### src/hw/rtl/bls_pkg.sv
// Shared constants, codes and types for the bounded LIFO stack.
package bls_pkg;

    localparam int MAX_DEPTH = 16;
    localparam int DATA_W    = 32;
    localparam int CAP_W     = 5;
    localparam int CNT_W     = $clog2(MAX_DEPTH + 1);
    localparam int IDX_W     = (MAX_DEPTH > 1) ? $clog2(MAX_DEPTH) : 1;
    localparam int CMP_W     = (CNT_W > CAP_W) ? CNT_W : CAP_W;

    typedef enum logic [1:0] {
        OP_PUSH    = 2'd0,
        OP_PEEK    = 2'd1,
        OP_POP     = 2'd2,
        OP_DISPLAY = 2'd3
    } opcode_t;

    typedef enum logic [1:0] {
        ST_OK    = 2'd0,
        ST_FULL  = 2'd1,
        ST_EMPTY = 2'd2
    } status_t;

    // Chain movement: hold, shift toward the bottom, shift toward the top
    typedef enum logic [1:0] {
        CH_HOLD,
        CH_DOWN,
        CH_UP
    } chain_op_t;

    typedef struct packed {
        chain_op_t               op;
        logic [DATA_W-1:0]       head_data;
        logic [IDX_W-1:0]        bottom_idx;
    } chain_ctrl_t;

endpackage

### src/hw/rtl/bls_cell.sv
// One storage cell of the stack chain; moves its word to a neighbor on command.
module bls_cell import bls_pkg::*; (
    input  logic              aclk,
    input  chain_ctrl_t       ctrl,
    input  logic [IDX_W-1:0]  cell_idx,
    input  logic [DATA_W-1:0] up_data,
    input  logic [DATA_W-1:0] down_data,
    output logic [DATA_W-1:0] data_out,
    output logic [DATA_W-1:0] tap_out
);

    logic [DATA_W-1:0] data_reg;
    logic [DATA_W-1:0] data_next;

    // Take the word from the neighbor above or below, or hold
    always_comb begin
        unique case (ctrl.op)
            CH_DOWN: data_next = up_data;
            CH_UP:   data_next = down_data;
            default: data_next = data_reg;
        endcase
    end

    always_ff @(posedge aclk) begin
        data_reg <= data_next;
    end

    assign data_out = data_reg;

    // Drive the bottom tap only when this cell holds the oldest word
    assign tap_out = (ctrl.bottom_idx == cell_idx) ? data_reg : '0;

endmodule

### src/hw/rtl/bls_ctrl.sv
// Sequencer: capacity register, entry count, display walk and result register.
module bls_ctrl import bls_pkg::*; (
    input  logic              aclk,
    input  logic              aresetn,
    input  logic              cfg_wr_en,
    input  logic [CAP_W-1:0]  cfg_wr_data,
    input  logic              s_valid,
    output logic              s_ready,
    input  logic [1:0]        s_opcode,
    input  logic [DATA_W-1:0] s_push_value,
    output logic              m_valid,
    input  logic              m_ready,
    output logic [DATA_W-1:0] m_read_value,
    output logic [1:0]        m_status,
    output logic              m_last,
    input  logic [DATA_W-1:0] top_data,
    input  logic [DATA_W-1:0] bottom_data,
    output chain_ctrl_t       chain_ctrl
);

    typedef enum logic {
        CS_IDLE,
        CS_DISP
    } ctrl_state_t;

    ctrl_state_t       state_reg, state_next;
    logic [CAP_W-1:0]  cap_reg, cap_next;
    logic [CNT_W-1:0]  count_reg, count_next;
    logic [IDX_W-1:0]  step_reg, step_next;
    logic              m_valid_reg, m_valid_next;
    logic [DATA_W-1:0] value_reg, value_next;
    status_t           status_reg, status_next;
    logic              last_reg, last_next;

    logic [CMP_W-1:0]  cap_ext;
    logic [CMP_W-1:0]  depth_ext;
    logic [CNT_W-1:0]  cap_use;
    logic [CNT_W-1:0]  cnt_dec;
    logic              out_free;
    logic              accept;
    logic              count_zero;
    logic              stack_full;
    logic              walk_last;

    // Capacity in use saturates at the chain length
    assign cap_ext   = CMP_W'(cap_reg);
    assign depth_ext = CMP_W'(MAX_DEPTH);
    assign cap_use   = (cap_ext > depth_ext) ? CNT_W'(depth_ext) : CNT_W'(cap_ext);

    assign cnt_dec    = count_reg - CNT_W'(1);
    assign count_zero = (count_reg == '0);
    assign stack_full = (count_reg >= cap_use);
    assign walk_last  = (step_reg == cnt_dec[IDX_W-1:0]);

    assign out_free = !m_valid_reg || m_ready;
    assign s_ready  = (state_reg == CS_IDLE) && out_free;
    assign accept   = s_valid && s_ready;

    always_comb begin
        state_next   = state_reg;
        cap_next     = cap_reg;
        count_next   = count_reg;
        step_next    = step_reg;
        m_valid_next = m_valid_reg && !m_ready;
        value_next   = value_reg;
        status_next  = status_reg;
        last_next    = last_reg;

        chain_ctrl.op         = CH_HOLD;
        chain_ctrl.head_data  = s_push_value;
        chain_ctrl.bottom_idx = cnt_dec[IDX_W-1:0];

        unique case (state_reg)
            CS_IDLE: begin
                if (accept) begin
                    m_valid_next = 1'b1;
                    value_next   = '0;
                    last_next    = 1'b1;
                    status_next  = ST_EMPTY;
                    unique case (opcode_t'(s_opcode))
                        OP_PUSH: begin
                            if (stack_full) begin
                                status_next = ST_FULL;
                            end else begin
                                chain_ctrl.op = CH_DOWN;
                                count_next    = count_reg + CNT_W'(1);
                                status_next   = ST_OK;
                            end
                        end
                        OP_PEEK: begin
                            if (!count_zero) begin
                                value_next  = top_data;
                                status_next = ST_OK;
                            end
                        end
                        OP_POP: begin
                            if (!count_zero) begin
                                chain_ctrl.op = CH_UP;
                                count_next    = cnt_dec;
                                value_next    = top_data;
                                status_next   = ST_OK;
                            end
                        end
                        OP_DISPLAY: begin
                            if (!count_zero) begin
                                // Results come from the walk, one per cycle while the output is not stalled
                                m_valid_next = 1'b0;
                                state_next   = CS_DISP;
                                step_next    = '0;
                            end
                        end
                        default: begin
                        end
                    endcase
                end
            end
            CS_DISP: begin
                // Emit the bottom word and rotate it to the head of the chain
                if (out_free) begin
                    chain_ctrl.op        = CH_DOWN;
                    chain_ctrl.head_data = bottom_data;
                    m_valid_next         = 1'b1;
                    value_next           = bottom_data;
                    status_next          = ST_OK;
                    last_next            = walk_last;
                    step_next            = step_reg + IDX_W'(1);
                    if (walk_last) begin
                        state_next = CS_IDLE;
                    end
                end
            end
            default: begin
                state_next = CS_IDLE;
            end
        endcase

        // A capacity write empties the stack
        if (cfg_wr_en) begin
            cap_next   = cfg_wr_data;
            count_next = '0;
        end
    end

    always_ff @(posedge aclk) begin
        if (!aresetn) begin
            state_reg   <= CS_IDLE;
            cap_reg     <= '0;
            count_reg   <= '0;
            step_reg    <= '0;
            m_valid_reg <= 1'b0;
        end else begin
            state_reg   <= state_next;
            cap_reg     <= cap_next;
            count_reg   <= count_next;
            step_reg    <= step_next;
            m_valid_reg <= m_valid_next;
        end
        value_reg  <= value_next;
        status_reg <= status_next;
        last_reg   <= last_next;
    end

    assign m_valid      = m_valid_reg;
    assign m_read_value = value_reg;
    assign m_status     = status_reg;
    assign m_last       = last_reg;

`ifndef SYNTH
    a_count_in_cap: assert property (@(posedge aclk) disable iff (!aresetn)
        count_reg <= cap_use)
        else $error("entry count above capacity in use");

    a_push_grows: assert property (@(posedge aclk) disable iff (!aresetn)
        (accept && (opcode_t'(s_opcode) == OP_PUSH) && !stack_full && !cfg_wr_en)
        |=> (count_reg == $past(count_reg) + CNT_W'(1)))
        else $error("accepted push did not grow the stack");

    a_pop_shrinks: assert property (@(posedge aclk) disable iff (!aresetn)
        (accept && (opcode_t'(s_opcode) == OP_POP) && !count_zero && !cfg_wr_en)
        |=> (count_reg == $past(count_reg) - CNT_W'(1)))
        else $error("accepted pop did not shrink the stack");

    a_walk_nonempty: assert property (@(posedge aclk) disable iff (!aresetn)
        (state_reg == CS_DISP) |-> (!count_zero && !s_ready))
        else $error("display walk on empty stack or input open");

    a_walk_ends: assert property (@(posedge aclk) disable iff (!aresetn)
        (state_reg == CS_DISP && out_free && walk_last && !cfg_wr_en)
        |=> (state_reg == CS_IDLE && m_valid && m_last))
        else $error("display walk did not close with a last item");
`endif

endmodule

### src/hw/rtl/bounded_lifo_stack_core.sv
// Top level of the bounded LIFO stack: sequencer and chain of storage cells.
//
//   channel   direction  handshake          payload
//   s_        in         s_valid / s_ready  s_opcode, s_push_value
//   m_        out        m_valid / m_ready  m_read_value, m_status, m_last
//   cfg_      in         cfg_wr_en          cfg_wr_data (capacity, write empties stack)
//
// Push, peek and pop each give one result; the top word sits in the first cell.
// Display gives one item per stored word (a single empty-status result when
// empty): the chain rotates one cell per cycle while m_ready does not stall
// it, and each item comes from the bottom cell.
// Reset (aresetn low, synchronous) sets capacity 0 and an empty stack.
// A stalled m_ready holds the result register and closes s_ready.
module bounded_lifo_stack_core import bls_pkg::*; (
    input  logic                     aclk,
    input  logic                     aresetn,
    input  logic                     cfg_wr_en,
    input  logic [CAP_W-1:0]         cfg_wr_data,
    input  logic                     s_valid,
    output logic                     s_ready,
    input  logic [1:0]               s_opcode,
    input  logic signed [DATA_W-1:0] s_push_value,
    output logic                     m_valid,
    input  logic                     m_ready,
    output logic signed [DATA_W-1:0] m_read_value,
    output logic [1:0]               m_status,
    output logic                     m_last
);

    chain_ctrl_t       chain_ctrl;
    logic [DATA_W-1:0] cell_data [MAX_DEPTH];
    logic [DATA_W-1:0] cell_tap  [MAX_DEPTH];
    logic [DATA_W-1:0] bottom_data;
    logic [DATA_W-1:0] read_value;

    bls_ctrl u_ctrl (
        .aclk         (aclk),
        .aresetn      (aresetn),
        .cfg_wr_en    (cfg_wr_en),
        .cfg_wr_data  (cfg_wr_data),
        .s_valid      (s_valid),
        .s_ready      (s_ready),
        .s_opcode     (s_opcode),
        .s_push_value (s_push_value),
        .m_valid      (m_valid),
        .m_ready      (m_ready),
        .m_read_value (read_value),
        .m_status     (m_status),
        .m_last       (m_last),
        .top_data     (cell_data[0]),
        .bottom_data  (bottom_data),
        .chain_ctrl   (chain_ctrl)
    );

    assign m_read_value = read_value;

    // Chain of cells: cell 0 is the top, the head takes new or rotated words
    for (genvar i = 0; i < MAX_DEPTH; i++) begin : g_cell
        logic [DATA_W-1:0] up_data;
        logic [DATA_W-1:0] down_data;

        if (i == 0) begin : g_head
            assign up_data = chain_ctrl.head_data;
        end else begin : g_body
            assign up_data = cell_data[i-1];
        end

        if (i == MAX_DEPTH - 1) begin : g_tail
            assign down_data = '0;
        end else begin : g_inner
            assign down_data = cell_data[i+1];
        end

        bls_cell u_cell (
            .aclk      (aclk),
            .ctrl      (chain_ctrl),
            .cell_idx  (IDX_W'(i)),
            .up_data   (up_data),
            .down_data (down_data),
            .data_out  (cell_data[i]),
            .tap_out   (cell_tap[i])
        );
    end

    // Combine the bottom taps; only the bottom cell drives a nonzero word
    always_comb begin
        bottom_data = '0;
        for (int k = 0; k < MAX_DEPTH; k++) begin
            bottom_data = bottom_data | cell_tap[k];
        end
    end

endmodule
### config.mk
export PLATFORM = sky130hd
export DESIGN_NAME = bounded_lifo_stack_core
export DESIGN_NICKNAME = d
export VERILOG_FILES = /design/src/hw/rtl/bls_pkg.sv /design/src/hw/rtl/bls_cell.sv /design/src/hw/rtl/bls_ctrl.sv /design/src/hw/rtl/bounded_lifo_stack_core.sv
export SDC_FILE = /design/constraint.sdc
export NUM_CORES = 1
export LEC_CHECK = 0
export ABC_AREA = 1
export BUFFER_PORTS_ARGS = -buffer_cell sky130_fd_sc_hd__buf_4
export CORE_ASPECT_RATIO = 0.9
export CORE_MARGIN = 5
export CORE_UTILIZATION = 45
export CTS_BUF_LIST = sky130_fd_sc_hd__clkbuf_8
export DETAILED_ROUTE_END_ITERATION = 10
export GPL_TIMING_DRIVEN = 0
export PLACE_DENSITY_LB_ADDON = 0.12
export SYNTH_ARGS = -nofsm -noshare
export SYNTH_HDL_FRONTEND = slang
export SYNTH_HIERARCHICAL = 1
export SYNTH_SLANG_ARGS = --single-unit
### constraint.sdc
create_clock -name aclk -period 4.3 [get_ports aclk]
set_input_delay 0.86 -clock aclk [delete_from_list [all_inputs] [get_ports aclk]]
set_output_delay 0.86 -clock aclk [all_outputs]
set_load 0.1 [all_outputs]
After elaboration in Yosys (flattened, before gate mapping)
Cells that the tools add are included.

word-level totals
  register bits = 563
  input port bits = 44
  output and inout port bits = 37
  word-level logic and storage cells = 162

cells by class
  $add $sub $neg = 3
  order comparisons = 2
  equal/unequal tests = 27
  multiplexer cells = 73
  bitwise operators = 17
  reductions and logical operators = 16

operators by type and width
  kind                                                  number
  case mux 32 bit (2 select lines)                      17
  2-to-1 mux 32 bit                                     21
  bitwise OR 32 bit                                     15
  2-to-1 mux 33 bit                                     1
  equality test 4 bit, second input constant            8
  equality test 4 x 3 -> 1 bit, second input constant   4
  2-to-1 mux 4 bit                                      4
  case mux 2 bit (2 select lines)                       4
  2-to-1 mux 5 bit                                      3
  2-to-1 mux 1 bit                                      13
  2-to-1 mux 2 bit                                      5
  inequality test 2 bit, second input constant          5
  case mux 5 bit (2 select lines)                       1
  equality test 4 x 2 -> 1 bit, second input constant   2
  case mux 4 bit (2 select lines)                       1
  equality test 2 bit, second input constant            3
  case mux 1 bit (2 select lines)                       3
  adder 5 x 1 -> 5 bit, second input constant           1
  >= comparator 5 bit                                   1
  greater-than comparator 5 bit, second input constant  1
  zero test 5 bit                                       1
  AND reduction 5 bit                                   1
  subtractor 5 x 1 -> 5 bit, second input constant      1
  adder 4 x 1 -> 4 bit, second input constant           1
  14 further kinds                                      21

Longest topological paths before layout
Gate-level depths: netlist of the first run.

  depth in word-level cells = 22
  depth in mapped cells = 19
  mapped depth without buffers = 18

By module
The synthesis of the first run kept the hierarchy.

by module, submodules not included
  module                   instances  cells each  area each (um2)  seq. area each (um2)
  bls_cell                 16         161         1838.0           960.9
  bls_ctrl                 1          408         3161.8           1371.3
  bounded_lifo_stack_core  1          482         1809.2           0.0

Worst setup path before layout of the first run
OpenSTA, ideal clock, no wires.

  path kind = input-to-reg
  start = input m_ready
  end = register g_cell[0].u_cell.data_reg[0] (enable)
  library setup time = 0.387 ns
  data arrival time = 3.867 ns
  required time = 3.913 ns
  setup slack = 0.046 ns
  cell stages on the path = 9
  buffers on the path = 0
  cell sequence = inv_1 > nand2_1 > inv_2 > nor2_4 > nand2_1 > o31ai_1 > inv_1 > ha_1 > inv_1

RTL lines
  element               RTL line                       RTL
  from (decl)           bounded_lifo_stack_core.sv:24  input logic m_ready,
  to (signal assigned)  bls_cell.sv:25                 data_reg <= data_next;
  to (decl)             bls_cell.sv:12                 logic [DATA_W-1:0] data_reg;

==> flow_metrics.tcl, run 1 <==
set metrics [dict create \
    p_seq_frac 0.506 \
    path_cells "clkinvlp_4 > buf_4 > ha_1 > inv_1 > nand2_1 > nand2_1 > nand3_1 > o31ai_2 > buf_4 > inv_1 > ha_1 > clkinvlp_4" \
    netlist_instances 3466 \
    die-area_um2 82030 \
    grt_overflow 0 \
    dpl.hpwl_um 60050 \
    slew_viol_final 0 \
    slew_headroom 0.3326 \
    min_path_type "primary input to register" \
    grt_pass1_wl_um 124100 \
    floorplan.initialDensity 0.4522 \
    grt_max_degree 36 \
    holdCritStartpoint "cfg_wr_data[3]" \
    swShare 0.2814 \
    critPathRequiredTime_ns 4.47 \
    finalWirelength_um 79520 \
    total_power_mw 12.94 \
    synth_area_um2 34380 \
    num_io_pins 81 \
    p_clk_frac 0.358 \
    post-route-period-util 0.9396 \
    grt_pass1_vias 22350 \
    tightest_slew_ns 0.9956 \
    clk_pin_slew_ns 0.06 \
    setup_viol 0 \
    outcome "finished, final reports clean" \
    final_util 0.5128 \
    end_kind "register" \
    synth_seq_cells 563 \
    worst_setup_path_start_kind "register" \
    avgSynthCellArea_um2 9.919 \
    async_flop_share 0 \
    clockRootBuffer "clkbuf_8" \
    fin_nets 3894 \
    yosysUniqueCellTypes 33 \
    drcViolationCount 0 \
    combPwrFrac 0.136 \
    ys_top_cells_by_count "inv_1, edfxtp_1, mux2_2" \
    clock_sinks 563 \
    worst_path_largest_cell_delay_ns 0.66 \
    drtIter0Drc 1253 \
    p_sw_mw 3.642 \
    worst-path-max-fanout 32 \
    fin_skew_ns 0.02690 \
    critical_path_class "register to register" \
    power.density_nw_per_um2 331.9 \
    cts_tree "built" \
    period_minus_slack_ns 4.040 \
    drive_gt1_frac 0.3587 \
    synth_top_area_frac 0.4778 \
    io_buffers 80 \
    hold_violations 0 \
    fmaxAchievable_mhz 247.5 \
    via_count 22450 \
    wire_per_inst_um 16.12 \
    rows 96 \
    cts_buffer_depth 3 \
    p_int_mw 9.299 \
    rsz0062_at_grt "false" \
    hold_ws_ns 0.4071 \
    cp.arrival_ns 4.21 \
    grt_usage 0.1907 \
    yosys.area.top_type "edfxtp_1" \
    htree_levels 3 \
    reg2reg_from "u_ctrl/count_reg[0]" \
    ys_seq_area_frac 0.4871 \
    vias_per_cell 4.551 \
    synth_edf_count 547 \
    ir_drop_v 0.0002593 \
    ant_nets 0 \
    die_w_um 301.4 \
    ys_top_cells_by_area "edfxtp_1, mux2_2, nor2_2" \
    synthFlopType "edfxtp_1" \
    crit_start "u_ctrl/count_reg[0]" \
    antenna_found_initial 1 \
    core_area_um2 76030 \
    gp_congestion 0.8411 \
    largest_register_ffs 512 \
    cts_hold_buffers 0 \
    cts_buffers 99 \
    post-synth-top-count-cell "inv_1" \
    drv_cap 0 \
    ys_warn_count 6 \
    p_leak_nw 17.65 \
    area_delta_synth_final_pct 13.41 \
    firstDrtPassIters 6 \
    cp_slowest_cell "dfxtp_1" \
    die_y_um 272.2 \
    clk-insertion-delay-late_ns 0.69 \
]
[cell families (layout without fill, tap and decap cells)]
family                     count (synthesis)  count (layout)  share of synthesized area
AOI/OAI and AO/OA                         86              86                    0.01427
xor gates and xnor gates                   7               7                   0.001783
adders and majority gates                 29              29                    0.01055
buffers and inverters                    874            1153                     0.1177
DFF                                      563             563                     0.4871
muxes                                    512             512                     0.1712
other                                      2             161                  0.0002184
and+or+nand+nor                         1393            1393                     0.1972
[layout make-up]
| class | count | area (um2) |
|---|---|---|
| Timing Repair inverter | 4 | 25.02 |
| Timing Repair Buffer | 92 | 843.3 |
| Clock buffer | 103 | 1418 |
| Antenna cell | 1 | 2.502 |
| Inverter | 740 | 2800 |
| Buffer | 134 | 1269 |
| Clock inverter | 80 | 395.4 |
| Multi-Input combinational cell | 2187 | 14200 |
| Tap cell | 1029 | 1287 |
| Sequential cell | 563 | 16750 |
| Fill cell | 7139 | 37040 |
[worst max-delay path, delay by kind of cell (launching register included)]
kind            cells  cell delay, ns
buf+inv             6            1.49
simple gates        3            0.28
fa+ha+maj           2            0.60
flops               1            0.66
compound gates      1            0.48
[placed cells by master (no fill, tap or decap), types with 2 or more instances in the layout]
master	synthesis	routed
a21oi_1	10	10
buf_16	0	7
clkinvlp_2	0	2
inv_6	0	3
buf_6	97	97
xnor2_1	2	2
o21ai_0	30	30
mux2_4	32	32
nand3_1	44	44
mux2_2	480	480
inv_1	737	756
ha_1	29	29
clkinv_1	0	24
clkbuf_1	9	9
dfxtp_1	16	16
nand2_1	434	432
nor2_2	465	466
conb_1	2	160
inv_2	3	9
buf_2	10	10
nand2_2	16	16
edfxtp_1	547	547
o21ai_1	10	10
xor2_1	5	5
nor2_4	34	34
clkinv_2	0	19
clkbuf_8	0	103
nor2_1	390	389
o22ai_1	32	32
nor3_1	2	2
bufinv_16	0	2
buf_4	1	85
clkbuf_2	17	17
nand4_1	5	5
clkinvlp_4	0	9
nand2_4	2	4
[final timing paths]
path	end	slack, ns	cells past startpoint
min	u_ctrl/cap_ext[3]	0.41	3
max reg2reg	g_cell[6].u_cell/data_out[3]	0.26	12
min reg2reg	u_ctrl/cap_ext[0]	0.50	2
max	g_cell[6].u_cell/data_out[3]	0.26	12
[through the flow]
step / worst slack, ns / std cells / instance area (um2) / setup TNS (ns)
after floorplan: 0.04634 / 3624 / 34970 / 0
after global placement: -1.644 / 4733 / 36860 / -1200.22
after detailed placement: -0.7878 / 4735 / 36900 / -239.42
after CTS: 0.01229 / 4921 / 38760 / 0
after global routing: 0.006587 / 4933 / 38990 / 0
final: 0.2597 / 4933 / 38990 / 0
[repair_timing]
item | CTS | global route
gates cloned | 1 | 3
resized for setup | 9 | 4
setup endpoints to repair | 620 | 86
setup buffers | 2 | 2
[routing by layer]
layer | global-route usage | part of all wire
met5 | 0 | 0
met4 | 0.04818 | 0.020
met3 | 0.02423 | 0.030
met2 | 0.3253 | 0.48
met1 | 0.2594 | 0.47
[power by group through the flow]
stage / Sequential [mW] / Combinational, mW / Clock, mW
floorplan: 6.76 / 1.10 / 0
global placement: 6.68 / 1.70 / 0
detailed placement: 6.68 / 1.74 / 0
CTS: 6.56 / 1.75 / 4.78
global route: 6.58 / 1.95 / 5.05
finish: 6.54 / 1.76 / 4.63
Power figures use the tool's default switching activity.
==> inputs of run 2 (changes only) <==
==> constraint.sdc (replaced) <==
create_clock -name aclk -period 4.3 [get_ports aclk]
set_input_delay 1.29 -clock aclk [delete_from_list [all_inputs] [get_ports aclk]]
set_output_delay 1.29 -clock aclk [all_outputs]
set_load 0.1 [all_outputs]
==> run 2 against run 1 <==
Clock skew shrank 0.0063 ns. Wire length up 0.48%. Clock power down 2%. Die area is the same. Setup slack improved by 0.19 ns. Via count hardly changed. Largest power group unchanged. Design area fell by 0.46%. Sequential cell count unchanged. Non-clock buffer count decreased by 4. Sequential share of layout area rose by 0.20 points.
==> flow_metrics.tcl, run 2 (synthesis results as in run 1) <==
set metrics [dict create \
    num_io_pins 81 \
    cts_buffer_depth 3 \
    power.density_nw_per_um2 331.1 \
    grt_pass1_vias 22420 \
    dpl.hpwl_um 60010 \
    n_antenna_cell 0 \
    drtIter0Drc 1067 \
    io_buffers 80 \
    cts_buffers 98 \
    highest_layer "met4" \
    post-route-period-util 0.8947 \
    min_path_type "register to register" \
    post-place-cells 4734 \
    end_kind "register" \
    grt_pass1_wl_um 125600 \
    cp_top_family "buffers and inverters" \
    setup_viol 0 \
    ant_nets 0 \
    cp.arrival_ns 4.02 \
    clk-insertion-delay-late_ns 0.71 \
    floorplan.initialDensity 0.4522 \
    critPathBufInv 6 \
    tightest_slew_ns 1.033 \
    htree_levels 3 \
    rsz0062_at_grt "false" \
    drive_gt1_frac 0.3579 \
    antenna_found_initial 0 \
    path_cells "clkinvlp_4 > buf_4 > ha_1 > inv_1 > nand2_1 > nand2_1 > nand3_1 > o31ai_4 > buf_4 > inv_1 > ha_1 > clkinvlp_4" \
    grt_overflow 0 \
    slew_viol_final 0 \
    p_leak_nw 17.48 \
    reg2reg_from "u_ctrl/count_reg[0]" \
    grt_usage 0.1930 \
    ir_drop_v 0.0003177 \
    routed-wl-met3_um 2970 \
    fillers 7133 \
    core_area_um2 76030 \
    slew_headroom 0.3077 \
    final_util 0.5105 \
    worst-path-max-fanout 32 \
    area_delta_synth_final_pct 12.89 \
    grt_max_degree 36 \
    finalWirelength_um 79910 \
    place_area_um2 36940 \
    setup_tns_ns 0 \
    critical_path_class "register to register" \
    gp_congestion 0.8509 \
    total_power_mw 12.85 \
    wl_met1_um 36760 \
    fmaxAchievable_mhz 259.9 \
    period_minus_slack_ns 3.847 \
    final_common_cell "inv_1" \
    via_count 22440 \
    fin_cells 4921 \
    cts_hold_buffers 0 \
    vias_per_cell 4.559 \
    clockRootBuffer "clkbuf_8" \
    final_cell_mix "inv_1, edfxtp_1, mux2_2, nor2_2, nand2_1" \
    hold_ws_ns 0.5120 \
    critPathRequiredTime_ns 4.47 \
    fin_nets 3888 \
    drv_cap 0 \
    rows 96 \
    die_w_um 301.4 \
    clock_sinks 563 \
    firstDrtPassIters 5 \
    dp_slack_ns -0.6587 \
    drcViolationCount 0 \
    outcome "finished, final reports clean" \
    worst_path_largest_cell_delay_ns 0.70 \
    fin_skew_ns 0.02064 \
    wire_per_inst_um 16.24 \
    hold_violations 0 \
    cts_tree "built" \
    die-area_um2 82030 \
    fin_ws_ns 0.4527 \
    design_area_um2 38810 \
    clk_pin_slew_ns 0.06 \
    die_y_um 272.2 \
    holdCritStartpoint "u_ctrl/cap_ext[0]" \
    cp_slowest_cell "clkinvlp_4" \
    worst_setup_path_start_kind "register" \
    largest_register_ffs 512 \
    wl_met2_um 38440 \
    crit_start "u_ctrl/count_reg[0]" \
]
[run 2: cell count changes in the layout (fill, tap and decap cells not counted), sizes merged]
cell,before,now
diode,1,0
clkinvlp,11,25
bufinv,2,1
inv,768,766
clkinv,43,25
buf,200,196
[run 2: layout make-up]
type | instances | area (um2) | share of cell area
inverters | 740 | 2845 | 0.07331
repair buffers | 88 | 673.1 | 0.01734
plain buffers | 134 | 1269 | 0.03269
multi-input cells | 2187 | 14210 | 0.3662
flip-flops and latches | 563 | 16750 | 0.4315
well taps | 1029 | 1287 | 0.03317
clock buffers | 103 | 1418 | 0.03653
repair inverters | 3 | 17.52 | 0.0004513
clock inverters | 74 | 342.8 | 0.008833
[run 2: layer usage]
metal  GRT usage  vias to the layer above
li1            -                    11470
met2      0.3283                      339
met4     0.04867                        0
met5           0                        -
met3     0.02694                      106
met1      0.2618                    10520
[run 2: worst paths after layout]
kind | slack, ns | cells past startpoint | endpoint
min reg2reg | 0.51 | 2 | u_ctrl/cap_ext[0]
max | 0.45 | 12 | g_cell[13].u_cell/data_out[3]
max reg2reg | 0.45 | 12 | g_cell[13].u_cell/data_out[3]
min | 0.51 | 2 | u_ctrl/cap_ext[0]
[run 2: tightest hold or removal path: stages, from the launching register on]
cell and delay (ns):
dfxtp_1 0.30, inv_1 0.10, a21oi_1 0.07
[run 2: repair_timing]
item                       in CTS  in global routing
setup endpoints to repair     594                 70
resized for setup               3                  4
buffers inserted                3                  4
cloned                          1                  2
pin swaps                       0                  0
[run 2: power breakdown]
group	total [mW]	switching [mW]	internal (mW)	leakage, nW
clock network	4.56	2.29	2.27	1.04
logic	1.74	1.17	0.573	11.3
registers	6.55	0.186	6.36	5.15
total	12.8	3.64	9.21	17.5
==> inputs of run 3 (changes only) <==
--- a/config.mk
+++ b/config.mk
@@ -5,7 +5,6 @@
 export SDC_FILE = /design/constraint.sdc
 export NUM_CORES = 1
 export LEC_CHECK = 0
-export ABC_AREA = 1
 export BUFFER_PORTS_ARGS = -buffer_cell sky130_fd_sc_hd__buf_4
 export CORE_ASPECT_RATIO = 0.9
 export CORE_MARGIN = 5
==> run 3 against run 2 <==
Cell count down 29%. Total power fell by 5.2%. First-iteration DRC count increased by 70%. Clock-buffer cell count down 4. Sequential share of layout area up 5.2 points. Area after synthesis shrank 12%.
==> flow_metrics.tcl, run 3 <==
set metrics [dict create \
    synth_seq_cells 563 \
    post-route-period-util 0.9303 \
    die-area_um2 72690 \
    swShare 0.2639 \
    ys_warn_count 6 \
    post-place-cells 3318 \
    io_buffers 79 \
    fmaxAchievable_mhz 250.0 \
    synthFlopType "edfxtp_1" \
    place_area_um2 32780 \
    end_kind "register" \
    via_count 19510 \
    period_minus_slack_ns 4.000 \
    synth_edf_count 547 \
    grt_max_degree 28 \
    synth_area_um2 30320 \
    design_area_um2 34630 \
    synth_simple_gate_area_frac 0.1724 \
    die_y_um 256.3 \
    p_int_mw 8.967 \
    drtIter0Drc 1819 \
    tightest_slew_ns 1.238 \
    synth_top_family_by_area "multiplexers" \
    outcome "finished, final reports clean" \
    cp.arrival_ns 4.45 \
    vias_per_cell 5.574 \
    min_path_type "register to register" \
    core_area_um2 66890 \
    p_seq_frac 0.523 \
    grt_pass1_wl_um 130000 \
    synth_top_area_frac 0.5417 \
    cts_hold_buffers 0 \
    ys_top_cells_by_count "edfxtp_1, and2_1, mux2_2" \
    yosysUniqueCellTypes 47 \
    num_io_pins 81 \
    final_cell_mix "edfxtp_1, and2_1, mux2_2, nor4_1, nand2_1" \
    clockRootBuffer "clkbuf_8" \
    netlist_instances 2252 \
    synth_xor_area_frac 0.02108 \
    synthAdderAreaFrac 0.01197 \
    rr_endpoint "g_cell[0].u_cell/data_out[3]" \
    synthMuxAreaShare 0.1918 \
    die_w_um 283.6 \
    largest_register_ffs 512 \
    area_delta_synth_final_pct 14.21 \
    reg2reg_from "u_ctrl/count_reg[0]" \
    gp_congestion 0.8355 \
    clk-insertion-delay-late_ns 0.71 \
    p_sw_mw 3.215 \
    setup_viol 0 \
    async_flop_share 0 \
    ir_drop_v 0.0002015 \
    rsz0062_at_grt "false" \
    ys_top_cells_by_area "edfxtp_1, mux2_2, and2_1" \
    slew_headroom 0.1747 \
    r2r_slack_ns 0.30 \
    floorplan.initialDensity 0.4533 \
    clock_sinks 563 \
    p_leak_nw 12.58 \
    critPathRequiredTime_ns 4.75 \
    ant_nets 0 \
    synth_compound_area_frac 0.01523 \
    worst_setup_path_start_kind "register" \
    avgSynthCellArea_um2 13.47 \
    combPwrFrac 0.108 \
    cts_tree "built" \
    grt_pass1_vias 19280 \
    cts_buffer_depth 3 \
    clk_pin_slew_ns 0.06 \
    drcViolationCount 0 \
    rows 90 \
    grt_usage 0.2396 \
    final_common_cell "edfxtp_1" \
    critical_path_class "register to register" \
    worst-path-max-fanout 10 \
    p_clk_frac 0.368 \
    finalWirelength_um 89550 \
    slew_viol_final 0 \
    fin_cells 3500 \
    hold_violations 0 \
    wire_per_inst_um 25.59 \
    ys_seq_area_frac 0.5522 \
    crit_start "u_ctrl/count_reg[0]" \
    worstRegToRegCells 13 \
    cts_buffers 98 \
    antenna_found_initial 12 \
    power.density_nw_per_um2 351.8 \
    drv_cap 0 \
    post-synth-top-count-cell "edfxtp_1" \
    yosys.area.top_type "edfxtp_1" \
    critPathCapture "g_cell[0].u_cell/data_out[3]" \
    grt_overflow 0 \
    htree_levels 3 \
    fin_skew_ns 0.03901 \
    fin_nets 2626 \
    dpl.hpwl_um 60610 \
    firstDrtPassIters 5 \
    drive_gt1_frac 0.3261 \
]
[run 3: cell count changes in the layout (fill, tap and decap cells not counted), sizes merged, moves of 30 or more]
cell	delta
nor2	-873
inv	-692
and2	+513
nand2	-336
nor4	+144
xor2	+65
conb	-64
nand3	-41
o21ai	-40
a22o	+32
o22ai	-32
nand4	+30
[run 3: worst min path at each step]
stage	startpoint	end	slack, ns	cells after the start
after floorplan	u_ctrl/cap_ext[0]	u_ctrl/cap_ext[0]	0.45	2
after global placement	u_ctrl/cap_ext[0]	u_ctrl/cap_ext[0]	0.47	2
after detailed placement	u_ctrl/cap_ext[0]	u_ctrl/cap_ext[0]	0.49	2
after CTS	u_ctrl/cap_ext[0]	u_ctrl/cap_ext[0]	0.50	2
after global routing	u_ctrl/cap_ext[0]	u_ctrl/cap_ext[0]	0.54	2
final	u_ctrl/cap_ext[3]	u_ctrl/cap_ext[3]	0.50	2
[run 3: repair_timing]
action | in CTS | in global routing
endpoints found under the setup margin | 52 | 10
resized for setup | 8 | 0
gates cloned | 1 | 0
endpoints found under the hold margin | 0 | 0
setup buffers | 6 | 2
[run 3: cells by family after synthesis]
group,count (synthesis)
AOI/OAI and AO/OA,54
adders and majority gates,29
DFF,563
muxes,517
and+or+nand+nor,846
xor gates and xnor gates,73
buffers and inverters,168
other,2
[run 3: through the flow]
stage          worst slack, ns  setup TNS, ns  total power, mW    util  hold slack (ns)
6_report                0.2996              0            12.18  0.5178           0.4990
5_1_grt                 0.2163              0            12.62  0.5178           0.5359
4_1_cts                 0.1106              0            12.30  0.5174           0.4998
3_5_place_dp           -0.3930         -9.640            7.784  0.4901           0.4851
3_3_place_gp            -1.261        -726.18            7.720  0.4839           0.4704
2_1_floorplan           0.2164              0            7.277       -           0.4520
[run 3: area by class of cell]
class / instances / area [um2]
antenna: 4 / 10.01
buffer: 129 / 917.1
clock buffer: 99 / 1363
clock inverter: 70 / 349.1
fill: 5804 / 32260
inverter: 39 / 153.9
multi-input combinational: 1615 / 12930
sequential: 563 / 16750
tap: 874 / 1094
timing repair buffer: 106 / 1064
timing repair inverter: 1 / 5.005
[run 3: critical path: stages (launching register included)]
cell	delay (ns)
dfxtp_1	0.49
clkinvlp_4	0.20
ha_1	0.30
xor2_4	0.39
buf_8	0.22
xor2_1	0.25
nor4_4	0.13
buf_6	0.17
and2_1	0.15
nor4_1	0.58
nand4_1	0.37
nand2_1	0.14
nand2_1	0.05
mux2_1	0.29
[run 3: power by group through the flow]
| stage | sequential, mW | clock, mW | combinational [mW] |
|---|---|---|---|
| floorplan | 6.59 | 0 | 0.687 |
| global placement | 6.49 | 0 | 1.23 |
| detailed placement | 6.49 | 0 | 1.30 |
| CTS | 6.37 | 4.62 | 1.31 |
| global route | 6.39 | 4.83 | 1.39 |
| finish | 6.37 | 4.49 | 1.32 |
[run 3: layer usage]
metal	vias to the layer above	global-route usage	routed length [um]
met2	686	0.3752	40320
met4	0	0.06325	2338
met1	9854	0.3460	40650
li1	8811	-	-
met3	158	0.04449	6239
met5	-	0	0
